## src/rtl/zsa_ram.sv

```systemverilog
`timescale 1ns / 1ps

module zsa_ram #(
  parameter int WIDTH = 8,
  parameter int DEPTH = 256
) (
  input  logic                     clk,
  input  logic                     we,
  input  logic [$clog2(DEPTH)-1:0] waddr,
  input  logic [WIDTH-1:0]         wdata,
  input  logic [$clog2(DEPTH)-1:0] raddr,
  output logic [WIDTH-1:0]         rdata
);

  logic [WIDTH-1:0] mem [DEPTH];

  always_ff @(posedge clk) begin
    if (we) begin
      mem[waddr] <= wdata;
    end
    rdata <= mem[raddr];
  end

endmodule

```

## config.mk

```make
export PLATFORM = sky130hd
export DESIGN_NAME = zsa_ram
export DESIGN_NICKNAME = d
export VERILOG_FILES = /design/src/rtl/zsa_ram.sv
export SDC_FILE = /design/constraint.sdc
export NUM_CORES = 2
export LEC_CHECK = 0
export BUFFER_PORTS_ARGS = -buffer_cell sky130_fd_sc_hd__buf_4
export CORE_MARGIN = 10
export CORE_UTILIZATION = 55
export DETAILED_ROUTE_END_ITERATION = 12
export PLACE_DENSITY = 0.71
export SLEW_MARGIN = 10
export SYNTH_ARGS = -nofsm -noshare
export SYNTH_HDL_FRONTEND = slang
export SYNTH_SLANG_ARGS = --single-unit
```

## constraint.sdc

```tcl
create_clock -name clk -period 7 [get_ports clk]
set_clock_uncertainty 0.05 [all_clocks]
set_input_delay 0.7 -clock clk [delete_from_list [all_inputs] [get_ports clk]]
set_output_delay 0.7 -clock clk [all_outputs]
set_load 0.03 [all_outputs]
```

==> run metrics <==
status=completed; Vias=38900; clk sinks=2056; CTS root buffer=clkbuf_16; synth unique cells=55; worst relative slew slack=14.2%; die width=400 um; Max FO, Critical Path=36; Core Util, Final=61.3%; Initial Utilization=55.4%; DR iter-0 viols=5182; row cnt=139; Final Instance Area=88100 sq um; WL final=190000 um; Worst Setup End Kind=flop; WS Path Type=in -> reg; WHS=0.285 ns; count of final hold-check violations=0; die area=160000 sq um; worst setup margin=3.24 ns; die height=400 um; # port buffers=33; Final ANT Viol Nets=0; placed wire-length estimate=113000 um; final setup vio count=0; number of enable flip-flop cells after synthesis=2048; Critical Path Start Type=primary input; Worst Path Required=7.61 ns; Post-CTS Setup Bufs=0; vias in the first global route=38900; crit path DAT=4.37 ns; DRT Pass-1 Iters=5; Wirelength per Cell=32.3 um; RSZ-0062 raised after global routing=false; global-route wire length before repair=277000 um; synthesized cell area=79600 sq um; post-CTS sizing=0; Clk pin slew, worst setup/hold paths=0.06 ns; final setup TNS=0 ns; FF+latch count, synth=2056; vias per cell=6.63; Post-Syn Area per Cell=21.3 sq um; fmax=266 MHz; placed cell area=81500 sq um; H-Tree Depth=4; area grow syn2layout=10.7%; core area=144000 sq um; leakage=27.0 nW; hold buffer count at CTS=0; worst slack, placed=2.58 ns; grt ovf=0; Post-synth ARST share=0%; post-synthesis cell count=3733; CTS Buffer Depth=3; pwr dens=290 nW/um^2; layout cells sized above 1=21.6%; Hold/Removal Path Class=in -> reg; CTS tree=built; GRT Total Usage=23.4%; sequential share of the synthesized area=77.5%; Worst Tran Pin Value=1.28 ns; Residual DRC=0; main flop type after synthesis=edfxtp_1; Final min period=3.76 ns; Final #Nets=3827; CTS buffer count=196; Max VDD drop=0.346 mV; GPL Wtd Cong=0.842; initial antenna violation count=8; Net Count, Synth=3759; warnings from Yosys=0; largest net degree at the start of global routing=177; fin crit share=53.7%; maxcap violations=0; Top Ports=34; max-slew violation count=0; worst skew pair latency=0.84 ns
-- kinds of logic (layout without fill, tap and decap cells) --
kind of cell	count (synthesis)	in the layout	share of synthesized area, %
multiplexers	591	591	14.6
other	0	2	0
flip-flops	2056	2056	77.5
buffers and inverters	235	471	1.83
AND/OR/NAND/NOR	466	466	2.63
AO/OA/AOI/OAI	385	385	3.42
-- Yosys cell counts, types with 3 or more instances --
library cell / count / area share, %
a211oi_1: 16 / 0.15
a21oi_1: 96 / 0.60
a221oi_1: 13 / 0.14
a22o_1: 8 / 0.088
a22oi_1: 133 / 1.3
and2_1: 6 / 0.047
buf_1: 22 / 0.10
buf_12: 8 / 0.20
buf_2: 31 / 0.20
buf_4: 27 / 0.25
buf_6: 21 / 0.30
buf_8: 13 / 0.25
clkbuf_1: 111 / 0.52
dfxtp_1: 8 / 0.20
edfxtp_1: 2048 / 77
mux2i_1: 134 / 1.7
mux4_2: 454 / 13
nand2_1: 33 / 0.16
nand2b_1: 8 / 0.063
nand3_1: 34 / 0.21
nand4_1: 10 / 0.079
nor2_1: 282 / 1.3
nor2b_1: 31 / 0.24
nor3_1: 22 / 0.14
nor4_1: 24 / 0.19
nor4_2: 3 / 0.047
o211ai_1: 10 / 0.094
o21ai_0: 10 / 0.063
o221ai_1: 46 / 0.51
o22a_1: 5 / 0.055
o22ai_1: 28 / 0.22
o32ai_1: 4 / 0.044
or2_2: 4 / 0.031
-- sequential cells by signal, summed over array words and instances, names as in the netlist --
register / cells
mem: 2048
rdata: 8
-- final cells by class --
type | count | area [sq um]
inverters | 2 | 7.51
fillers | 9850 | 55500
well taps | 1903 | 2380
multi-input cells | 1442 | 16500
clock buffers | 249 | 5210
flip-flops and latches | 2056 | 61700
repair buffers | 103 | 995
clock inverters | 117 | 1350
diodes | 2 | 5.00
-- layer usage --
layer	GRT usage, %	share of wire [%]
met3	5.78	11
met5	0	0.024
met2	36.0	47
met1	33.6	39
met4	6.98	3.1
-- worst max-delay path, stage by stage --
cell      delay [ns]
buf_4           0.49
buf_4           0.47
nor2b_1         0.73
nand2_1         0.20
a311oi_1        0.47
o221ai_1        0.27
a211oi_1        0.84
nor4_1          0.13
-- placed cells by master, fill, tap and decap left out, types with 12 or more instances in the layout --
master	instances
edfxtp_1	2048
mux4_2	454
nor2_1	279
clkbuf_16	199
mux2i_1	134
a22oi_1	133
a21oi_1	96
buf_4	81
o221ai_1	46
clkbuf_1	46
clkinv_1	42
nand3_1	34
nand2_1	33
clkinv_2	30
o22ai_1	28
nor2b_1	28
bufinv_16	25
nor3_1	22
nor4_1	22
a211oi_1	16
a221oi_1	13
buf_12	12
-- where the power goes --
group | internal (mW) | switching (mW)
Combinational | 0.397 | 0.798
Sequential | 13.6 | 0.0326
Clock | 6.21 | 4.56
-- through the flow --
stage | power, mW | cells
floorplan | 14.5 | 3733
global placement | 15.0 | 5506
detailed placement | 15.1 | 5506
CTS | 25.7 | 5872
global route | 26.2 | 5872
finish | 25.6 | 5874
-- path summary, 6_finish.rpt --
check                           slack, ns  cells after the start        from    endpoint
worst min-delay path                 0.28                      1    wdata[7]  mem[14][7]
worst max register to register       4.07                      6  mem[27][3]    rdata[3]
worst min register to register       1.02                      6  mem[52][0]    rdata[0]
worst max-delay path                 3.24                      8    raddr[3]    rdata[3]
No activity file was read; power rests on OpenSTA's default activity.
