### src/rtl/zsa_pkg.sv
`timescale 1ns / 1ps

package zsa_pkg;

  // Default sizing of the block.
  localparam int ZONE_DEPTH_DEF   = 256;
  localparam int COUNT_WIDTH_DEF  = 24;
  localparam int SAMPLE_WIDTH_DEF = 16;

  // Port field widths.
  localparam int ACTION_W   = 2;
  localparam int ZONE_ID_W  = 8;
  localparam int PIXEL_W    = 16;
  localparam int ZONES_W    = 9;
  localparam int CELL_CNT_W = 24;
  localparam int VSUM_W     = 40;
  localparam int SQSUM_W    = 54;
  localparam int MEAN_W     = 24;
  localparam int VAR_W      = 39;
  localparam int FRAC_BITS  = 8;

  localparam logic [ZONES_W-1:0] ZONES_RESET = 9'd256;

  localparam logic [ACTION_W-1:0] ACT_ACCUM  = 2'd0;
  localparam logic [ACTION_W-1:0] ACT_REPORT = 2'd1;
  localparam logic [ACTION_W-1:0] ACT_CLEAR  = 2'd2;

  typedef struct packed {
    logic [CELL_CNT_W-1:0]    cell_count;
    logic signed [VSUM_W-1:0] value_sum;
    logic [SQSUM_W-1:0]       square_sum;
    logic signed [MEAN_W-1:0] mean_fixed;
    logic [VAR_W-1:0]         variance_fixed;
    logic                     count_overflow;
  } zsa_result_t;

endpackage

### src/rtl/zsa_stats.sv
`timescale 1ns / 1ps

module zsa_stats import zsa_pkg::*; #(
  parameter int COUNT_WIDTH  = COUNT_WIDTH_DEF,
  parameter int SAMPLE_WIDTH = SAMPLE_WIDTH_DEF,
  parameter int SUM_W        = COUNT_WIDTH + SAMPLE_WIDTH,
  parameter int SQ_W         = COUNT_WIDTH + 2 * SAMPLE_WIDTH - 1
) (
  input  logic                   clk,
  input  logic                   rst_n,
  input  logic                   start,
  input  logic [COUNT_WIDTH-1:0] n_i,
  input  logic [SUM_W-1:0]       s_i,
  input  logic [SQ_W-1:0]        sq_i,
  input  logic                   ov_i,
  input  logic                   ack,
  output logic                   res_valid,
  output zsa_result_t            res
);

  localparam int PW  = 2 * SUM_W;
  localparam int DW  = PW + FRAC_BITS;
  localparam int DVW = 2 * COUNT_WIDTH;
  localparam int CTW = $clog2(DW + 1);

  localparam logic [2:0] S_IDLE = 3'd0;
  localparam logic [2:0] S_MUL1 = 3'd1;
  localparam logic [2:0] S_MUL2 = 3'd2;
  localparam logic [2:0] S_SUB  = 3'd3;
  localparam logic [2:0] S_DIVM = 3'd4;
  localparam logic [2:0] S_DIVV = 3'd5;
  localparam logic [2:0] S_DONE = 3'd6;

  logic [2:0]             state_r, state_nxt;
  logic [CTW-1:0]         cnt_r, cnt_nxt;
  logic [COUNT_WIDTH-1:0] n_r, n_nxt;
  logic [SUM_W-1:0]       s_r, s_nxt;
  logic [SUM_W-1:0]       a_r, a_nxt;
  logic [SQ_W-1:0]        sq_r, sq_nxt;
  logic                   ov_r, ov_nxt;
  logic [PW-1:0]          mcand_r, mcand_nxt;
  logic [SUM_W-1:0]       mplier_r, mplier_nxt;
  logic [PW-1:0]          prod_r, prod_nxt;
  logic [PW-1:0]          p1_r, p1_nxt;
  logic [DVW-1:0]         rem_r, rem_nxt;
  logic [DW-1:0]          quo_r, quo_nxt;
  logic [DVW-1:0]         dvs_r, dvs_nxt;
  logic [MEAN_W-1:0]      mean_r, mean_nxt;
  logic [VAR_W-1:0]       var_r, var_nxt;

  logic [DVW:0]           trial;
  logic                   ge;
  logic [DVW-1:0]         nsq;
  logic [MEAN_W-1:0]      q24;

  assign nsq = DVW'(n_r) * DVW'(n_r);

  always_comb begin
    state_nxt  = state_r;
    cnt_nxt    = cnt_r;
    n_nxt      = n_r;
    s_nxt      = s_r;
    a_nxt      = a_r;
    sq_nxt     = sq_r;
    ov_nxt     = ov_r;
    mcand_nxt  = mcand_r;
    mplier_nxt = mplier_r;
    prod_nxt   = prod_r;
    p1_nxt     = p1_r;
    rem_nxt    = rem_r;
    quo_nxt    = quo_r;
    dvs_nxt    = dvs_r;
    mean_nxt   = mean_r;
    var_nxt    = var_r;

    // One shift-add multiply step and one restoring divide step.
    if (mplier_r[0]) begin
      prod_nxt = prod_r + mcand_r;
    end
    trial = {rem_r, quo_r[DW-1]};
    ge    = (trial >= {1'b0, dvs_r});
    q24   = '0;

    case (state_r)
      S_IDLE: begin
        if (start) begin
          n_nxt  = n_i;
          s_nxt  = s_i;
          a_nxt  = s_i[SUM_W-1] ? (~s_i + SUM_W'(1)) : s_i;
          sq_nxt = sq_i;
          ov_nxt = ov_i;
          if (n_i == '0) begin
            mean_nxt  = '0;
            var_nxt   = '0;
            state_nxt = S_DONE;
          end else begin
            mcand_nxt  = PW'(sq_i);
            mplier_nxt = SUM_W'(n_i);
            prod_nxt   = '0;
            cnt_nxt    = '0;
            state_nxt  = S_MUL1;
          end
        end else begin
          prod_nxt = prod_r;
        end
      end
      S_MUL1: begin
        mcand_nxt  = mcand_r << 1;
        mplier_nxt = mplier_r >> 1;
        cnt_nxt    = cnt_r + CTW'(1);
        if (cnt_r == CTW'(SUM_W - 1)) begin
          p1_nxt     = prod_nxt;
          mcand_nxt  = PW'(a_r);
          mplier_nxt = a_r;
          prod_nxt   = '0;
          cnt_nxt    = '0;
          state_nxt  = S_MUL2;
        end
      end
      S_MUL2: begin
        mcand_nxt  = mcand_r << 1;
        mplier_nxt = mplier_r >> 1;
        cnt_nxt    = cnt_r + CTW'(1);
        if (cnt_r == CTW'(SUM_W - 1)) begin
          state_nxt = S_SUB;
        end
      end
      S_SUB: begin
        prod_nxt  = prod_r;
        // Rounding can never make n*sumsq fall below sum^2, but guard anyway.
        p1_nxt    = (p1_r >= prod_r) ? (p1_r - prod_r) : '0;
        quo_nxt   = DW'({a_r, {FRAC_BITS{1'b0}}});
        rem_nxt   = '0;
        dvs_nxt   = DVW'(n_r);
        cnt_nxt   = '0;
        state_nxt = S_DIVM;
      end
      S_DIVM: begin
        prod_nxt = prod_r;
        rem_nxt  = ge ? DVW'(trial - {1'b0, dvs_r}) : trial[DVW-1:0];
        quo_nxt  = {quo_r[DW-2:0], ge};
        cnt_nxt  = cnt_r + CTW'(1);
        if (cnt_r == CTW'(DW - 1)) begin
          q24 = quo_nxt[MEAN_W-1:0];
          // Floor of a negative quotient rounds the magnitude up.
          if (s_r[SUM_W-1]) begin
            mean_nxt = ~(q24 + MEAN_W'(rem_nxt != '0)) + MEAN_W'(1);
          end else begin
            mean_nxt = q24;
          end
          quo_nxt   = {p1_r, {FRAC_BITS{1'b0}}};
          rem_nxt   = '0;
          dvs_nxt   = nsq;
          cnt_nxt   = '0;
          state_nxt = S_DIVV;
        end
      end
      S_DIVV: begin
        prod_nxt = prod_r;
        rem_nxt  = ge ? DVW'(trial - {1'b0, dvs_r}) : trial[DVW-1:0];
        quo_nxt  = {quo_r[DW-2:0], ge};
        cnt_nxt  = cnt_r + CTW'(1);
        if (cnt_r == CTW'(DW - 1)) begin
          var_nxt   = quo_nxt[VAR_W-1:0];
          state_nxt = S_DONE;
        end
      end
      S_DONE: begin
        prod_nxt = prod_r;
        if (ack) begin
          state_nxt = S_IDLE;
        end
      end
      default: begin
        prod_nxt  = prod_r;
        state_nxt = S_IDLE;
      end
    endcase
  end

  always_ff @(posedge clk) begin
    if (!rst_n) begin
      state_r <= S_IDLE;
    end else begin
      state_r <= state_nxt;
    end
    cnt_r    <= cnt_nxt;
    n_r      <= n_nxt;
    s_r      <= s_nxt;
    a_r      <= a_nxt;
    sq_r     <= sq_nxt;
    ov_r     <= ov_nxt;
    mcand_r  <= mcand_nxt;
    mplier_r <= mplier_nxt;
    prod_r   <= prod_nxt;
    p1_r     <= p1_nxt;
    rem_r    <= rem_nxt;
    quo_r    <= quo_nxt;
    dvs_r    <= dvs_nxt;
    mean_r   <= mean_nxt;
    var_r    <= var_nxt;
  end

  assign res_valid          = (state_r == S_DONE);
  assign res.cell_count     = CELL_CNT_W'(n_r);
  assign res.value_sum      = VSUM_W'($signed(s_r));
  assign res.square_sum     = SQSUM_W'(sq_r);
  assign res.mean_fixed     = mean_r;
  assign res.variance_fixed = var_r;
  assign res.count_overflow = ov_r;

endmodule

### config.mk
export PLATFORM = sky130hd
export DESIGN_NAME = zsa_stats
export DESIGN_NICKNAME = d
export VERILOG_FILES = /design/src/rtl/zsa_pkg.sv /design/src/rtl/zsa_stats.sv
export SDC_FILE = /design/constraint.sdc
export NUM_CORES = 2
export LEC_CHECK = 0
export ABC_CLOCK_PERIOD_IN_PS = 22000
export BUFFER_PORTS_ARGS = -buffer_cell sky130_fd_sc_hd__buf_2
export CAP_MARGIN = 20
export CORE_AREA = 2 2 386 388
export CTS_BUF_LIST = sky130_fd_sc_hd__clkbuf_8
export DETAILED_ROUTE_END_ITERATION = 8
export DIE_AREA = 0 0 388 390
export PLACE_DENSITY = 0.64
export SLEW_MARGIN = 20
export SYNTH_ARGS = -nofsm -noshare
export SYNTH_HDL_FRONTEND = slang
export SYNTH_SLANG_ARGS = --single-unit
### constraint.sdc
create_clock -name clk -period 22 [get_ports clk]
set_input_delay 1.1 -clock clk [delete_from_list [all_inputs] [get_ports clk]]
set_output_delay 1.1 -clock clk [all_outputs]
set_load 0.05 [all_outputs]
==> out/summary.txt <==
via count = 45660
Clk Latency, worst-skew pair = 0.89 ns
IO Pins = 307
Congestion Overflow GR = 0
max-slew violations = 0
Crit path top cell by count = nand2_1
crit path max fanout = 41
fmax = 116.2 MHz
Worst Hold Class = in -> reg
nets = 7059
top-count cell post-synth = inv_1
Post-CTS Setup Bufs = 0
synthesized net count = 6856
post-route ant nets = 0
Mapped Area = 58540 µm²
TritonCTS clock tree = yes
CP Launch Type = register
placer congestion estimate = 0.9310
Die ar. = 151300 µm²
Post-synth EDFFs = 692
first-pass GRT wire length = 273100 µm
drt drc = 0
Area contributors post-synth = edfxtp_1 (35%), fa_1 (15%), ha_1 (8.2%), inv_1 (5.2%), nand2_1 (3.3%)
Starting Density = 0.3979
setup_tns = 0 ns
# rows = 141
status = completed
Core ar. = 147100 µm²
Max Cap Violations = 0
Avg Cell Area, Syn = 9.888 µm²
port bufs = 306
crit path time final = 8.605 ns
largest net degree at the start of global routing = 88
number of global-route vias before repair = 46850
clock root buffer = clkbuf_8
Rel. slew slack = 0.2699
Synth Warn # = 0
CTS buffer count = 134
total routed wirelength = 176500 µm
clock slew seen by the registers of the worst setup and hold paths = 0.06 ns
Tightest Pin Transition = 1.095 ns
endpoint class of the critical path = register
worst-case clock buffer depth = 3
setup violators final = 0
# resized after CTS = 0
Fin. Hold Viols = 0
fill count = 14220
initial antenna violation count = 10
DRT iter0 DRCs = 3704
ys async rst share = 0
HPWL after DPL = 132700 µm
drt first pass iters = 7
Post-synth top cells = inv_1 (813), edfxtp_1 (692), nand2_1 (520), fa_1 (425), ha_1 (386)
total track usage = 0.2326
number of distinct library cells after synthesis = 85
Die Span Y = 390 µm
Avg Vias per Cell = 5.598
Req. time, crit path = 22.57 ns
Place WS = 13.49 ns
routed wire length per instance = 21.64 µm
Worst Skew = 0.06529 ns
Layout area overhead = 10.51%
RSZ-0062 raised after global routing = no
largest stage delay on the critical path = 0.76 ns
Yosys top cell area share = 0.3549
highest-delay cell along the critical path = inv_2
Most used DFF post-synth = edfxtp_1
final worst slack = 13.40 ns
period utilization = 0.3911
H-tree levels = 4
die extent in x = 388 µm
Synth area leader = edfxtp_1
share of cells above drive strength 1 = 0.09838
clk sink count = 695
Syn Inst Count = 5921
Worst EP arrival = 9.17 ns
sequential area share after synthesis = 0.3560
Synth Register Bits = 695
Post-CTS Hold Buffers = 0
crit path kind = reg -> reg
-- registers in the layout, summed over array words and instances (netlist names), 40 cells and up --
register  count
dvs_r        48
mcand_r      80
sq_r         54
mplier_r     40
p1_r         80
s_r          40
rem_r        48
quo_r        88
prod_r       80
-- stage by stage --
stage / cells / utilization / instance area (µm²) / hold slack (ns)
after floorplan: 5921 / - / 58540 / 0.5132
after global placement: 7916 / 0.4213 / 61980 / 0.5231
after global routing: 8154 / 0.4397 / 64690 / 0.3504
after CTS: 8149 / 0.4394 / 64640 / 0.3272
after detailed placement: 7916 / 0.4213 / 61980 / 0.5308
final: 8155 / 0.4397 / 64700 / 0.3921
-- metal layers --
metal  part of all wire  global-route usage  wire (µm)  up-vias
li1                   -                   -          -    21080
met5           0.000074                   0         13        -
met2               0.49              0.3993      85850     1493
met4              0.037             0.08638       6535        2
met3              0.059             0.03658      10340      301
met1               0.42              0.2955      73760    22780
-- cell families after synthesis --
family                   count (synthesis)  share of synthesized area
XOR/XNOR                               302                    0.04518
flip-flops                             695                     0.3560
adder cells (fa/ha/maj)                811                     0.2278
AO/OA/AOI/OAI                         1282                     0.1453
buffers and inverters                 1119                    0.07211
AND/OR/NAND/NOR                       1575                     0.1301
multiplexers                           137                    0.02353
-- final timing paths --
kind	from	end	slack [ns]	cells past startpoint
max reg2reg	rem_r[1]$_DFFE_PP_	mean_r[23]$_SDFFCE_PN0P_	13.40	28
max	rem_r[1]$_DFFE_PP_	mean_r[23]$_SDFFCE_PN0P_	13.40	28
min reg2reg	mplier_r[11]$_DFFE_PP_	mplier_r[10]$_DFFE_PP_	0.52	1
min	ov_i	ov_r$_DFFE_PP_	0.39	1
-- layout make-up --
class | instances | area [µm²] | area share
multi-input cells | 4107 | 33660 | 0.5203
flip-flops and latches | 695 | 20840 | 0.3221
inverters | 814 | 3055 | 0.04723
well taps | 1930 | 2415 | 0.03733
repair buffers | 372 | 2054 | 0.03176
clock buffers | 135 | 1858 | 0.02872
clock inverters | 98 | 803.3 | 0.01242
diodes | 4 | 10.01 | 0.0001547
-- critical path: cells and delay by family (launching register included) --
family,cells,cell delay [ns]
AOI/OAI and AO/OA,12,3.83
and+or+nand+nor,9,1.69
adders and majority gates,3,0.98
buffers and inverters,1,0.76
DFF,1,0.44
muxes,2,0.43
xor gates and xnor gates,1,0.16
-- placed cells by master, fill, tap and decap left out, types with 91 or more instances in the layout --
master	Yosys	routed
a21oi_1	321	319
fa_1	425	425
inv_1	813	838
a21o_1	137	136
buf_2	7	306
mux2i_1	132	132
and2_1	191	191
o21ai_0	252	250
nor2_1	372	367
clkbuf_8	0	135
edfxtp_1	692	692
nand4_1	91	91
nand2_1	520	519
xnor2_1	177	177
xor2_1	125	125
ha_1	386	386
Power is left out: the tool's default activity adds up to more than one toggle a clock period on the data nets, which glitch-free logic cannot reach.
